===== config.mk =====
export PLATFORM = sky130hd
export DESIGN_NAME = salc_fifo
export DESIGN_NICKNAME = d
export VERILOG_FILES = /design/src/rtl/salc_fifo.sv
export SDC_FILE = /design/constraint.sdc
export NUM_CORES = 1
export LEC_CHECK = 0
export BUFFER_PORTS_ARGS = -buffer_cell sky130_fd_sc_hd__buf_2
export CAP_MARGIN = 20
export CORE_ASPECT_RATIO = 0.9
export CORE_MARGIN = 1.5
export CORE_UTILIZATION = 48
export DETAILED_ROUTE_END_ITERATION = 8
export PLACE_DENSITY_LB_ADDON = 0.05
export SYNTH_ARGS = -nofsm -noshare
export SYNTH_HDL_FRONTEND = slang
export SYNTH_SLANG_ARGS = --single-unit

===== constraint.sdc =====
create_clock -name clk -period 1.9 [get_ports clk]
set_clock_uncertainty 0.05 [all_clocks]
set_input_delay 0.285 -clock clk [delete_from_list [all_inputs] [get_ports clk]]
set_output_delay 0.285 -clock clk [all_outputs]
set_load 0.05 [all_outputs]

===== src/rtl/salc_fifo.sv =====
// ----------------------------------------------------------------------------
// salc_fifo: small register FIFO
// Holds a few entries between two stages; push and pop may share a cycle.
// ----------------------------------------------------------------------------
module salc_fifo #(
    parameter int WIDTH = 8,
    parameter int DEPTH = 2
) (
    input  logic             clk,
    input  logic             rst_n,
    input  logic             push,
    input  logic [WIDTH-1:0] wdata,
    input  logic             pop,
    output logic [WIDTH-1:0] rdata,
    output logic             full,
    output logic             empty
);

    localparam int PTR_W = (DEPTH > 1) ? $clog2(DEPTH) : 1;
    localparam int CNT_W = $clog2(DEPTH + 1);

    logic [WIDTH-1:0] mem_reg [DEPTH];
    logic [PTR_W-1:0] wr_ptr_reg, wr_ptr_next;
    logic [PTR_W-1:0] rd_ptr_reg, rd_ptr_next;
    logic [CNT_W-1:0] count_reg, count_next;
    logic             do_push, do_pop;

    assign full    = (count_reg == CNT_W'(DEPTH));
    assign empty   = (count_reg == '0);
    assign do_push = push && !full;
    assign do_pop  = pop && !empty;
    assign rdata   = mem_reg[rd_ptr_reg];

    always_comb
    begin
        wr_ptr_next = wr_ptr_reg;
        rd_ptr_next = rd_ptr_reg;
        count_next  = count_reg;
        if (do_push)
        begin
            wr_ptr_next = (wr_ptr_reg == PTR_W'(DEPTH - 1)) ? '0 : wr_ptr_reg + PTR_W'(1);
        end
        if (do_pop)
        begin
            rd_ptr_next = (rd_ptr_reg == PTR_W'(DEPTH - 1)) ? '0 : rd_ptr_reg + PTR_W'(1);
        end
        if (do_push && !do_pop)
        begin
            count_next = count_reg + CNT_W'(1);
        end
        else if (do_pop && !do_push)
        begin
            count_next = count_reg - CNT_W'(1);
        end
    end

    always_ff @(posedge clk or negedge rst_n)
    begin
        if (!rst_n)
        begin
            wr_ptr_reg <= '0;
            rd_ptr_reg <= '0;
            count_reg  <= '0;
        end
        else
        begin
            wr_ptr_reg <= wr_ptr_next;
            rd_ptr_reg <= rd_ptr_next;
            count_reg  <= count_next;
        end
    end

    always_ff @(posedge clk)
    begin
        if (do_push)
        begin
            mem_reg[wr_ptr_reg] <= wdata;
        end
    end

endmodule


==> results.yml <==
floorplan:
  die_x_um: 45.5
  initial_utilization_pct: 52.8
  die-area_um2: 1880
  rows: 13
  die_h_um: 41.3
  ios: 22
  coreArea_um2: 1480
layout:
  n_antenna_cell: 0
  layout-drive-gt1-share_pct: 42.9
  finalNonFillerCells: 92
  largest_register_ffs: 16
  finalInstanceArea_um2: 963
  syn_to_final_growth_pct: 23.2
  nets: 84
  postLayoutCoreUtil_pct: 65.1
clock_network:
  clkSinkCount: 20
  cts_resized: 0
  path_clk_slew_ns: 0.11
  cts-root-buf: "clkbuf_4"
  max-clock-path-buffers: 2
  h-tree-depth: 1
  cts_made_buffers: 3
  clock_latency_ns: 0.29
  cts_tree: "yes"
setup_path:
  rr_startpoint: "count_reg[0]$_DFFE_PN0P_"
  cp-start-kind: "flip-flop"
  crit_chain: "mux2_2 -> buf_2"
  r2r-end: "mem_reg[0][3]$_DFFE_PP_"
  path_class: "reg -> out"
  crit_fanout: 9
  critPathRequiredTime_ns: 1.56
  crit_path_end_kind: "primary output"
  reg2reg_slack_ns: 0.35
  r2r.worst_path.cells: 4
  cp.arrival_ns: 1.47
  slowest_stage: "dfrtp_1"
  slowest_delay_ns: 0.59
yosys:
  netlist_instances: 44
  syn-num-nets: 57
  yosys.cell_count.top_type: "edfxtp_1"
  synth-main-ff-cell: "edfxtp_1"
  yosysTopAreaCellShare_pct: 61.4
  synth.yosys.warnings: 0
  ys_types: 15
  synth_largest_area_cell: "edfxtp_1"
  async_flop_share_pct: 20.0
  ys_seq_area_share_pct: 74.2
  synth_edf_count: 16
  netlist_area_um2: 782
  ys_ff_latch: 20
  synthTopCellsByArea: "edfxtp_1 (61%), dfrtp_1 (13%), mux2_1 (8.6%)"
  yosys-top-cells-count: "edfxtp_1 (16), mux2_1 (6), dfrtp_1 (4)"
  syn_area_per_cell_um2: 17.8
detailed_routing:
  met2_length_um: 518
  wl_met1_um: 491
  drtIter0Drc: 4
  avgRoutedWirePerCell_um: 11.5
  via_per_inst: 4.57
  vias: 420
  dr.max_layer_used: "met3"
  dr.pass1.iters: 3
  post-route-drc-count: 0
  ant_nets: 0
  drt-total-wl_um: 1060
  met3WireLength_um: 51
hold_path:
  hp-class: "in -> reg"
  worstHoldStart: "wdata[4]"
  hold_depth: 1
  min_to: "mem_reg[1][4]$_DFFE_PP_"
sta:
  min_period_ns: 1.81
  fmax_mhz: 553
  timing.final.crit_share_pct: 95.1
  relSlewSlack_pct: 74.6
  rsz0062_at_grt: "no"
  drv_slew: 0
  finalSetupViolCount: 0
  worst_pin_slew_ns: 0.381
  hold_viol_final: 0
  setup_tns_ns: 0
  whs_ns: 0.125
  setup_slack_ns: 0.0924
global_route:
  grt_use_total_pct: 12.6
  grt_pass1_vias: 359
  antenna_found_initial: 0
  grt_overflow: 0
  grt_max_degree: 12
  grt_pass1_wl_um: 1570
outcome:
  status: "finished clean"
place:
  gp_congestion: 0.698
  hpwl_um: 781
  dp_cells: 87
  pre_cts_ws_ns: 0.346
  post_dp_cell_area_um2: 917
  port_buffers: 21
power:
  peakVddDrop_uv: 933
  p_per_area_nw_per_um2: 1760
  p_total_mw: 1.69
  power.leakage_nw: 0.405
job:
  drv_cap: 0
==> layer usage <==
layer  global-route usage, %  vias up
met1                    16.7      198
met4                    2.21        0
met3                    5.17        0
met2                    20.1       13
li1                        -      209
met5                       0        -
==> power by group <==
part           switching (mW)  internal, mW
combinational           0.517         0.237
sequential             0.0935         0.612
clock                   0.119         0.117
total                   0.729         0.965
==> final cells by class <==
cell class                      count  area (um2)
Multi-Input combinational cell     21         189
Sequential cell                    20         581
Timing Repair Buffer               23         123
Fill cell                         108         517
Tap cell                           22        27.5
Inverter                            2        7.51
Clock buffer                        4        36.3
==> critical path, delay by kind of cell (launching register included) <==
kind	cells	cell delay [ns]
flops	1	0.59
buf+inv	1	0.21
mux	1	0.38
==> layout by cell type, fill, tap and decap left out <==
cell           count
nand2_2            1
inv_1              2
xor2_1             2
xnor2_1            2
ha_1               1
nor2_1             3
clkbuf_8           1
dfrtp_1            4
o21ai_1            1
mux2_2             2
clkbuf_4           3
xnor2_2            1
dlygate4sd3_1      1
buf_4              1
buf_2             21
and3_1             1
nand2b_1           1
mux2_1             6
edfxtp_1          16
==> cell families after synthesis <==
group | count (synthesis) | share of synthesized area (%)
flops | 20 | 74.2
mux | 8 | 11.5
simple gates | 6 | 3.84
xor+xnor | 5 | 6.56
buf+inv | 3 | 1.60
compound gates | 1 | 0.639
fa+ha+maj | 1 | 1.60
==> repair_timing <==
item                                   4_1_cts  5_1_grt
hold buffers                                 1        0
buffers inserted                             0        0
endpoints found under the hold margin        4        0
==> worst max-delay path by stage <==
stage / start / end / cells past startpoint
finish: rd_ptr_reg$_DFFE_PN0P_ / rdata[2] / 2
global route: rd_ptr_reg$_DFFE_PN0P_ / rdata[7] / 2
CTS: rd_ptr_reg$_DFFE_PN0P_ / rdata[2] / 2
detailed placement: count_reg[0]$_DFFE_PN0P_ / mem_reg[0][5]$_DFFE_PP_ / 4
global placement: count_reg[0]$_DFFE_PN0P_ / mem_reg[0][5]$_DFFE_PP_ / 4
floorplan: count_reg[0]$_DFFE_PN0P_ / mem_reg[0][0]$_DFFE_PP_ / 3
Note: power is estimated with default switching activity, not from simulation.
