[config.mk]
export PLATFORM = sky130hd
export DESIGN_NAME = salc_front
export DESIGN_NICKNAME = d
export VERILOG_FILES = /design/src/rtl/salc_pkg.sv /design/src/rtl/salc_fifo.sv /design/src/rtl/salc_front.sv
export SDC_FILE = /design/constraint.sdc
export NUM_CORES = 1
export LEC_CHECK = 0
export BUFFER_PORTS_ARGS = -buffer_cell sky130_fd_sc_hd__buf_2
export CAP_MARGIN = 10
export CELL_PAD_IN_SITES_DETAIL_PLACEMENT = 1
export CELL_PAD_IN_SITES_GLOBAL_PLACEMENT = 2
export CORE_MARGIN = 2
export CORE_UTILIZATION = 37
export CTS_BUF_LIST = sky130_fd_sc_hd__clkbuf_4 sky130_fd_sc_hd__clkbuf_8
export CTS_CLUSTER_DIAMETER = 50
export CTS_CLUSTER_SIZE = 12
export DETAILED_ROUTE_END_ITERATION = 10
export PLACE_DENSITY = 0.88
export SLEW_MARGIN = 20
export SYNTH_ARGS = -nofsm -noshare
export SYNTH_HDL_FRONTEND = slang
export SYNTH_SLANG_ARGS = --single-unit
[constraint.sdc]
create_clock -name clk -period 3.3 [get_ports clk]
set_input_delay 0.165 -clock clk [delete_from_list [all_inputs] [get_ports clk]]
set_output_delay 0.165 -clock clk [all_outputs]
set_load 0.01 [all_outputs]
[src/rtl/salc_pkg.sv]
// ----------------------------------------------------------------------------
// salc_pkg: shared types and constants of the set-associative LRU cache core
// Holds request codes, register indexes, reset values and the result record.
// ----------------------------------------------------------------------------
package salc_pkg;

    // Default geometry
    localparam int MAX_SET_BITS_DEF = 8;
    localparam int MAX_WAYS_DEF     = 8;
    localparam int ADDR_BITS_DEF    = 48;

    // Fixed field widths
    localparam int ADDRESS_W   = 48;
    localparam int COUNT_W     = 32;
    localparam int CFG_INDEX_W = 2;
    localparam int CFG_DATA_W  = 5;
    localparam int BLOCK_BITS_MAX = 16;

    // Request codes
    localparam logic [1:0] REQ_LOAD   = 2'd0;
    localparam logic [1:0] REQ_STORE  = 2'd1;
    localparam logic [1:0] REQ_MODIFY = 2'd2;
    localparam logic [1:0] REQ_FETCH  = 2'd3;

    // Register indexes
    localparam logic [CFG_INDEX_W-1:0] REG_SET_BITS   = 2'd0;
    localparam logic [CFG_INDEX_W-1:0] REG_WAYS       = 2'd1;
    localparam logic [CFG_INDEX_W-1:0] REG_BLOCK_BITS = 2'd2;

    // Register reset values
    localparam logic [3:0] SET_BITS_RST   = 4'd4;
    localparam logic [3:0] WAYS_RST       = 4'd1;
    localparam logic [4:0] BLOCK_BITS_RST = 5'd4;

    typedef enum logic {
        B_IDLE,
        B_LOOK
    } back_state_t;

    typedef struct packed {
        logic               hit;
        logic               miss;
        logic               eviction;
        logic               last;
        logic [COUNT_W-1:0] hit_total;
        logic [COUNT_W-1:0] miss_total;
        logic [COUNT_W-1:0] eviction_total;
    } result_t;

endpackage

[src/rtl/salc_fifo.sv]
// ----------------------------------------------------------------------------
// salc_fifo: small register FIFO
// Holds a few entries between two stages; push and pop may share a cycle.
// ----------------------------------------------------------------------------
module salc_fifo #(
    parameter int WIDTH = 8,
    parameter int DEPTH = 2
) (
    input  logic             clk,
    input  logic             rst_n,
    input  logic             push,
    input  logic [WIDTH-1:0] wdata,
    input  logic             pop,
    output logic [WIDTH-1:0] rdata,
    output logic             full,
    output logic             empty
);

    localparam int PTR_W = (DEPTH > 1) ? $clog2(DEPTH) : 1;
    localparam int CNT_W = $clog2(DEPTH + 1);

    logic [WIDTH-1:0] mem_reg [DEPTH];
    logic [PTR_W-1:0] wr_ptr_reg, wr_ptr_next;
    logic [PTR_W-1:0] rd_ptr_reg, rd_ptr_next;
    logic [CNT_W-1:0] count_reg, count_next;
    logic             do_push, do_pop;

    assign full    = (count_reg == CNT_W'(DEPTH));
    assign empty   = (count_reg == '0);
    assign do_push = push && !full;
    assign do_pop  = pop && !empty;
    assign rdata   = mem_reg[rd_ptr_reg];

    always_comb
    begin
        wr_ptr_next = wr_ptr_reg;
        rd_ptr_next = rd_ptr_reg;
        count_next  = count_reg;
        if (do_push)
        begin
            wr_ptr_next = (wr_ptr_reg == PTR_W'(DEPTH - 1)) ? '0 : wr_ptr_reg + PTR_W'(1);
        end
        if (do_pop)
        begin
            rd_ptr_next = (rd_ptr_reg == PTR_W'(DEPTH - 1)) ? '0 : rd_ptr_reg + PTR_W'(1);
        end
        if (do_push && !do_pop)
        begin
            count_next = count_reg + CNT_W'(1);
        end
        else if (do_pop && !do_push)
        begin
            count_next = count_reg - CNT_W'(1);
        end
    end

    always_ff @(posedge clk or negedge rst_n)
    begin
        if (!rst_n)
        begin
            wr_ptr_reg <= '0;
            rd_ptr_reg <= '0;
            count_reg  <= '0;
        end
        else
        begin
            wr_ptr_reg <= wr_ptr_next;
            rd_ptr_reg <= rd_ptr_next;
            count_reg  <= count_next;
        end
    end

    always_ff @(posedge clk)
    begin
        if (do_push)
        begin
            mem_reg[wr_ptr_reg] <= wdata;
        end
    end

endmodule

[src/rtl/salc_front.sv]
// ----------------------------------------------------------------------------
// salc_front: request intake and address split
// Drops instruction fetches, splits the address into set and tag, and queues
// one access record per request (modify marked for a repeat).
// ----------------------------------------------------------------------------
module salc_front #(
    parameter int MAX_SET_BITS = salc_pkg::MAX_SET_BITS_DEF,
    parameter int ADDR_BITS    = salc_pkg::ADDR_BITS_DEF
) (
    input  logic                            clk,
    input  logic                            rst_n,
    input  logic                            push,
    output logic                            full,
    input  logic [1:0]                      req_type,
    input  logic [salc_pkg::ADDRESS_W-1:0]  address,
    input  logic [4:0]                      set_bits_eff,
    input  logic [4:0]                      block_bits_eff,
    input  logic                            q_pop,
    output logic                            q_empty,
    output logic [MAX_SET_BITS-1:0]         q_set,
    output logic [((ADDR_BITS < salc_pkg::ADDRESS_W) ? ADDR_BITS
                   : salc_pkg::ADDRESS_W) - 3:0] q_tag,
    output logic                            q_dup
);

    localparam int EFF_BITS = (ADDR_BITS < salc_pkg::ADDRESS_W) ? ADDR_BITS
                              : salc_pkg::ADDRESS_W;
    localparam int TAG_W    = EFF_BITS - 2;
    localparam int SET_W    = MAX_SET_BITS;
    localparam int REC_W    = SET_W + TAG_W + 1;

    logic [EFF_BITS-1:0] addr;
    logic [EFF_BITS-1:0] above_block;
    logic [EFF_BITS-1:0] tag_full;
    logic [SET_W-1:0]    set_idx;
    logic [5:0]          tag_shift;
    logic                q_push;
    logic [REC_W-1:0]    q_wdata;
    logic [REC_W-1:0]    q_rdata;

    assign addr        = address[EFF_BITS-1:0];
    assign above_block = addr >> block_bits_eff;
    assign set_idx     = above_block[SET_W-1:0] & ~({SET_W{1'b1}} << set_bits_eff);
    assign tag_shift   = {1'b0, set_bits_eff} + {1'b0, block_bits_eff};
    assign tag_full    = addr >> tag_shift;

    // Fetches are taken and dropped here
    assign q_push  = push && !full && (req_type != salc_pkg::REQ_FETCH);
    assign q_wdata = {set_idx, tag_full[TAG_W-1:0], (req_type == salc_pkg::REQ_MODIFY)};

    salc_fifo #(
        .WIDTH(REC_W),
        .DEPTH(2)
    ) u_queue (
        .clk  (clk),
        .rst_n(rst_n),
        .push (q_push),
        .wdata(q_wdata),
        .pop  (q_pop),
        .rdata(q_rdata),
        .full (full),
        .empty(q_empty)
    );

    assign q_set = q_rdata[REC_W-1 -: SET_W];
    assign q_tag = q_rdata[TAG_W:1];
    assign q_dup = q_rdata[0];

endmodule

==> impl_metrics.ini, run 1 <==
[finish]
layout_commonest_cell = buf_2
largest_reg_flops = 110
syn2layout_area_growth_pct = 17.4
drive_above_1_share = 0.430
finalNetCount = 872
fin_util = 0.441
antennaDiodeCount = 0
final_cells = 1133
final_cell_mix = buf_2 (120), edfxtp_1 (110), mux4_2 (82)
n_fill_cell = 2508

[clock_tree]
clk_pin_slew_ns = 0.07
clockBufferDepth = 2
cts_buffers = 17
cts-root-buf = clkbuf_8
post_cts_buffers = 0
clock_sinks = 114
clock_latency_ns = 0.43
cts_tree = built
cts_resized = 0
htree_levels = 4

[global_route]
grt-ovfl-total = 0
grt_pass1_wl_um = 42900
antenna_found_initial = 0
grt_use_total = 0.227
grt_pass1_vias = 7177
grt_max_degree = 57

[power]
ir_worst_vdd_uv = 341
clkPwrFrac = 0.219
p_leak_uw = 0.00386
comb_power_share = 0.465
power_density_nw_per_um2 = 652
swShare = 0.363
p_int_uw = 4300
p_sw_uw = 2450
power_frac_seq = 0.316

[timing]
rsz0062_at_grt = false
min_period_ns = 2.73
setup_viol = 0
tns_ns = 0
slew_viol_final = 0
post-route-period-util = 0.828
tightest_slew_ns = 0.802
hold_violations = 0
clock_skew_ns = 0.00872
relSlewSlack = 0.461
max_freq_mhz = 366

[synth]
syn_area_um2 = 8820
synth_xor_xnor_area_share = 0.00979
syn_inst = 687
synth_edf_count = 110
synth_compound_area_frac = 0.0892
synth_fa_ha_area_frac = 0.0108
avgSynthCellArea_um2 = 12.8
synthSimpleGateAreaFrac = 0.0773
synth_cell_types = 48
synth_ff_type = edfxtp_1
synth-async-reset-ratio = 0.0351
ys_warn_count = 0
synth_nets = 758
postSynthRegisterBits = 114
synthMuxAreaShare = 0.387
synth_top_family_by_area = multiplexers
ys_seq_area_frac = 0.386

[detailed_routing]
drtIter0Drc = 552
drtPass1Iterations = 5
drc = 0
avgRoutedWirePerCell_um = 24.6
via_count = 6968
viasPerCell = 6.15
wl_um = 27800
postRouteAntennaNets = 0

[critical_path]
endpoint_kind = flip-flop
crit_path_cell_trace = buf_2 -> ha_2 -> inv_1 -> fa_2 -> buf_12 -> buf_4 -> mux2i_1 -> mux4_2 -> nand3_1 -> a21oi_1 -> o32ai_1
cp-start-kind = input port
path_class = input port to flip-flop
critPathMaxStageDelay_ns = 0.55
cp_data_arrival_time_ns = 2.92
critPathMaxFanout = 39
slowest_stage = fa_2
required_ns = 3.49

[placed_design]
dp_hpwl_um = 20500
gp_congestion = 0.926
portBuffers = 120
placed_cells = 1100

[run]
drv.max_cap_violation_count = 0

[floorplanning]
fp.dieW_um = 158
die-area_um2 = 25100
core_area_um2 = 23500
initial_utilization = 0.376
num_rows = 56
ios = 121
die_y_um = 158

[outcome]
status = completed

[worst_hold_path]
hold_path.class = input port to flip-flop
-- worst paths after layout --
kind	startpoint	to	slack, ns	cells after the start
worst max-delay path	set_bits_eff[0]	u_queue.mem_reg[1][5]$_DFFE_PP_	0.57	11
worst min-delay path	req_type[0]	u_queue.mem_reg[0][0]$_DFFE_PP_	0.06	2
min in group asynchronous	rst_n	u_queue.count_reg[0]$_DFFE_PN0P_	0.08	2
max in group asynchronous	rst_n	u_queue.rd_ptr_reg$_DFFE_PN0P_	3.09	2
worst min register to register	u_queue.count_reg[1]$_DFFE_PN0P_	u_queue.count_reg[1]$_DFFE_PN0P_	0.52	1
worst max register to register	u_queue.count_reg[0]$_DFFE_PN0P_	u_queue.mem_reg[0][46]$_DFFE_PP_	1.34	4
-- cells in the mapped netlist (4+ instances only) --
cell type,n,area share
nand4_1,8,0.0057
o21ai_0,36,0.020
a211o_1,5,0.0050
mux4_1,8,0.024
a31oi_1,11,0.0078
clkbuf_1,33,0.014
o221ai_1,4,0.0040
ha_1,6,0.0085
mux2i_1,59,0.067
a21oi_1,39,0.022
nor3_1,6,0.0034
dfrtp_1,4,0.011
and3_1,6,0.0043
buf_2,19,0.011
inv_1,6,0.0026
buf_4,7,0.0060
buf_6,5,0.0064
nand2_1,28,0.012
nand3_1,54,0.031
nor2_1,26,0.011
a211oi_1,10,0.0085
o211ai_1,7,0.0060
mux4_2,82,0.21
edfxtp_1,110,0.37
xnor2_1,5,0.0050
mux2_2,68,0.087
-- layout make-up --
type	instances	area, um2	area share
clock buffer	19	249	0.0240
clock inverter	13	190	0.0184
inverter	6	22.5	0.00217
multi-input combinational	502	5120	0.495
sequential	114	3400	0.329
tap	319	399	0.0385
timing repair buffer	160	966	0.0933
-- metal layers --
layer | up-vias | GRT usage | share of wire
li1 | 3051 | - | -
met1 | 3546 | 0.316 | 0.43
met2 | 317 | 0.364 | 0.48
met3 | 54 | 0.0286 | 0.063
met4 | 0 | 0.0858 | 0.028
met5 | - | 0 | 0
-- critical path: cells and delay by family --
kind | cells | cell delay [ns]
muxes | 2 | 0.71
buffers and inverters | 4 | 0.66
and+or+nand+nor | 1 | 0.10
adders and majority gates | 2 | 0.75
AOI/OAI and AO/OA | 2 | 0.51
-- what timing repair did --
item | in CTS | in global routing
endpoints found under the hold margin | 4 | 0
hold buffers | 1 | 0
setup endpoints to repair | 0 | 0
-- per-stage QoR --
stage | hold slack [ns] | power (uW) | setup slack (ns) | area, um2
detailed placement | -0.0252 | 5300 | 0.166 | 9910
global placement | -0.0281 | 5210 | 0.234 | 9910
finish | 0.0594 | 6750 | 0.567 | 10400
floorplan | -0.131 | 4190 | 0.408 | 8820
global route | 0.0524 | 7090 | 0.428 | 10400
CTS | 0.0293 | 6790 | 0.604 | 10400
-- power groups by stage --
stage,combinational [uW],clock [uW],sequential (uW)
finish,3140,1480,2140
global route,3380,1550,2160
CTS,3150,1510,2140
detailed placement,3130,0,2160
global placement,3070,0,2140
floorplan,2060,0,2140
-- cell families (layout without fill, tap and decap cells) --
family / count (synthesis) / in the layout
compound gates: 128 / 128
xor+xnor: 9 / 9
fa+ha+maj: 7 / 7
buf+inv: 71 / 198
flops: 114 / 114
mux: 217 / 217
simple gates: 141 / 141
(Power assumes the default switching activity.)
==> run 2, diff against run 1 <==
==> constraint.sdc (replaced) <==
create_clock -name clk -period 2.4 [get_ports clk]
set_input_delay 0.12 -clock clk [delete_from_list [all_inputs] [get_ports clk]]
set_output_delay 0.12 -clock clk [all_outputs]
set_load 0.01 [all_outputs]
==> impl_metrics.ini, run 2 (synthesis results as in run 1) <==
[critical_path]
cp_data_arrival_time_ns = 2.56
path_delay_family = multiplexers
ff2ff_setup_slack_ns = 0.64
endpoint_kind = flip-flop
critPathMaxFanout = 5
crit_buf_inv = 4
cp-start-kind = input port
path_class = input port to flip-flop
required_ns = 2.57
crit_path_cell_trace = buf_2 -> ha_4 -> inv_2 -> fa_2 -> buf_4 -> mux2i_1 -> mux4_1 -> o21ai_0 -> buf_4 -> nand4_1 -> o221ai_2
critPathMaxStageDelay_ns = 0.65
slowest_stage = fa_2
cpMostUsedCell = buf_4

[timing]
tightest_slew_ns = 0.686
tns_ns = 0
relSlewSlack = 0.540
min_period_ns = 2.39
post-route-period-util = 0.994
slew_viol_final = 0
setup_viol = 0
rsz0062_at_grt = true
clock_skew_ns = 0.0139
worst_slack_ns = 0.0135
max_freq_mhz = 419
hold_violations = 0

[detailed_routing]
drc = 0
drtIter0Drc = 632
drtPass1Iterations = 5
postRouteAntennaNets = 0
wl_um = 29000
viasPerCell = 5.94
via_count = 7292
avgRoutedWirePerCell_um = 23.6

[placed_design]
placed_cells = 1188
dp_hpwl_um = 22000
gp_congestion = 0.956
portBuffers = 120
dpl_cell_area_um2 = 10700
place_ws_ns = -0.467

[finish]
n_fill_cell = 2519
stdcell_area_um2 = 11300
final_cell_mix = buf_2 (120), buf_4 (115), edfxtp_1 (110)
layout_commonest_cell = buf_2
finalNetCount = 967
regArea_um2 = 3400
largest_reg_flops = 110
final_cells = 1228
multi_input_area_um2 = 5210
drive_above_1_share = 0.513
antennaDiodeCount = 0
syn2layout_area_growth_pct = 27.6

[global_route]
grt_max_degree = 56
antenna_found_initial = 0
grt_pass1_vias = 7390
grt_pass1_wl_um = 44000
grt_use_total = 0.234
grt-ovfl-total = 0

[floorplanning]
die_y_um = 158
die-area_um2 = 25100
num_rows = 56
core_area_um2 = 23500
ios = 121
fp.dieW_um = 158
initial_utilization = 0.376

[power]
ir_worst_vdd_uv = 474
power_density_nw_per_um2 = 854
p_total_uw = 9610
p_leak_uw = 0.00434

[clock_tree]
clk_pin_slew_ns = 0.09
cts-root-buf = clkbuf_8
clock_sinks = 114
clock_latency_ns = 0.42
cts_tree = built
htree_levels = 4
cts_buffers = 17
clockBufferDepth = 2

[run]
drv.max_cap_violation_count = 0

[outcome]
status = completed

[worst_hold_path]
hold_path.class = input port to async pin
## run 2: cell types whose count changed in the layout (fill, tap and decap cells not counted), moves of 3 or more
cell	delta
o21ai_0	-4
bufinv_16	-4
mux2i_1	-3
mux2i_2	+3
a21oi_1	-4
clkinvlp_4	+3
clkinv_1	-4
o21ai_1	+3
a21oi_2	+4
buf_4	+81
buf_12	+10
inv_6	+5
## run 2: metal layers
| layer | vias to the layer above | track usage | share of wire |
|---|---|---|---|
| li1 | 3234 | - | - |
| met1 | 3706 | 0.316 | 0.43 |
| met2 | 321 | 0.393 | 0.49 |
| met3 | 31 | 0.0411 | 0.068 |
| met4 | 0 | 0.0583 | 0.014 |
| met5 | - | 0 | 0 |
## run 2: what timing repair did
action | CTS | global route
setup buffers | 0 | 5
hold endpoints to repair | 6 | 0
pin swaps | 0 | 3
cloned | 0 | 1
hold buffers | 2 | 0
resized for setup | 1 | 20
endpoints found under the setup margin | 1 | 38
## run 2: worst reg2reg max path, stage by stage, from the launching register on
cell and delay, ns:
dfrtp_1 0.43, nand2b_1 0.15, nand3_1 0.19, inv_1 0.14
and2_2 0.18, buf_12 0.30
## run 2: worst paths after layout
| check | start | to | depth (start not counted) |
|---|---|---|---|
| max in group asynchronous | rst_n | u_queue.rd_ptr_reg$_DFFE_PN0P_ | 2 |
| min reg2reg | u_queue.count_reg[1]$_DFFE_PN0P_ | u_queue.count_reg[1]$_DFFE_PN0P_ | 1 |
| max | set_bits_eff[0] | u_queue.mem_reg[1][3]$_DFFE_PP_ | 11 |
| min in group clk | q_pop | u_queue.rd_ptr_reg$_DFFE_PN0P_ | 3 |
| min | rst_n | u_queue.count_reg[1]$_DFFE_PN0P_ | 2 |
| max reg2reg | u_queue.count_reg[0]$_DFFE_PN0P_ | u_queue.mem_reg[1][43]$_DFFE_PP_ | 5 |
## run 2: where the power goes
group          switching, uW  leakage (uW)  total, uW  internal, uW
Clock                    876      0.000182       1760           888
Combinational           2560       0.00308       4850          2300
Sequential               185       0.00108       2990          2810
Total                   3620       0.00434       9610          5990
## run 2: cell type report
cell class | instances | area share
Clock buffer | 19 | 0.0232
Clock inverter | 13 | 0.0111
Inverter | 6 | 0.00200
Multi-Input combinational cell | 502 | 0.463
Sequential cell | 114 | 0.303
Tap cell | 319 | 0.0355
Timing Repair Buffer | 255 | 0.163
## run 2: through the flow
step                 util  hold WS, ns
floorplan               -       -0.176
global placement    0.457      -0.0706
detailed placement  0.457      -0.0641
CTS                 0.474       0.0116
global route        0.479       0.0452
finish              0.479       0.0455
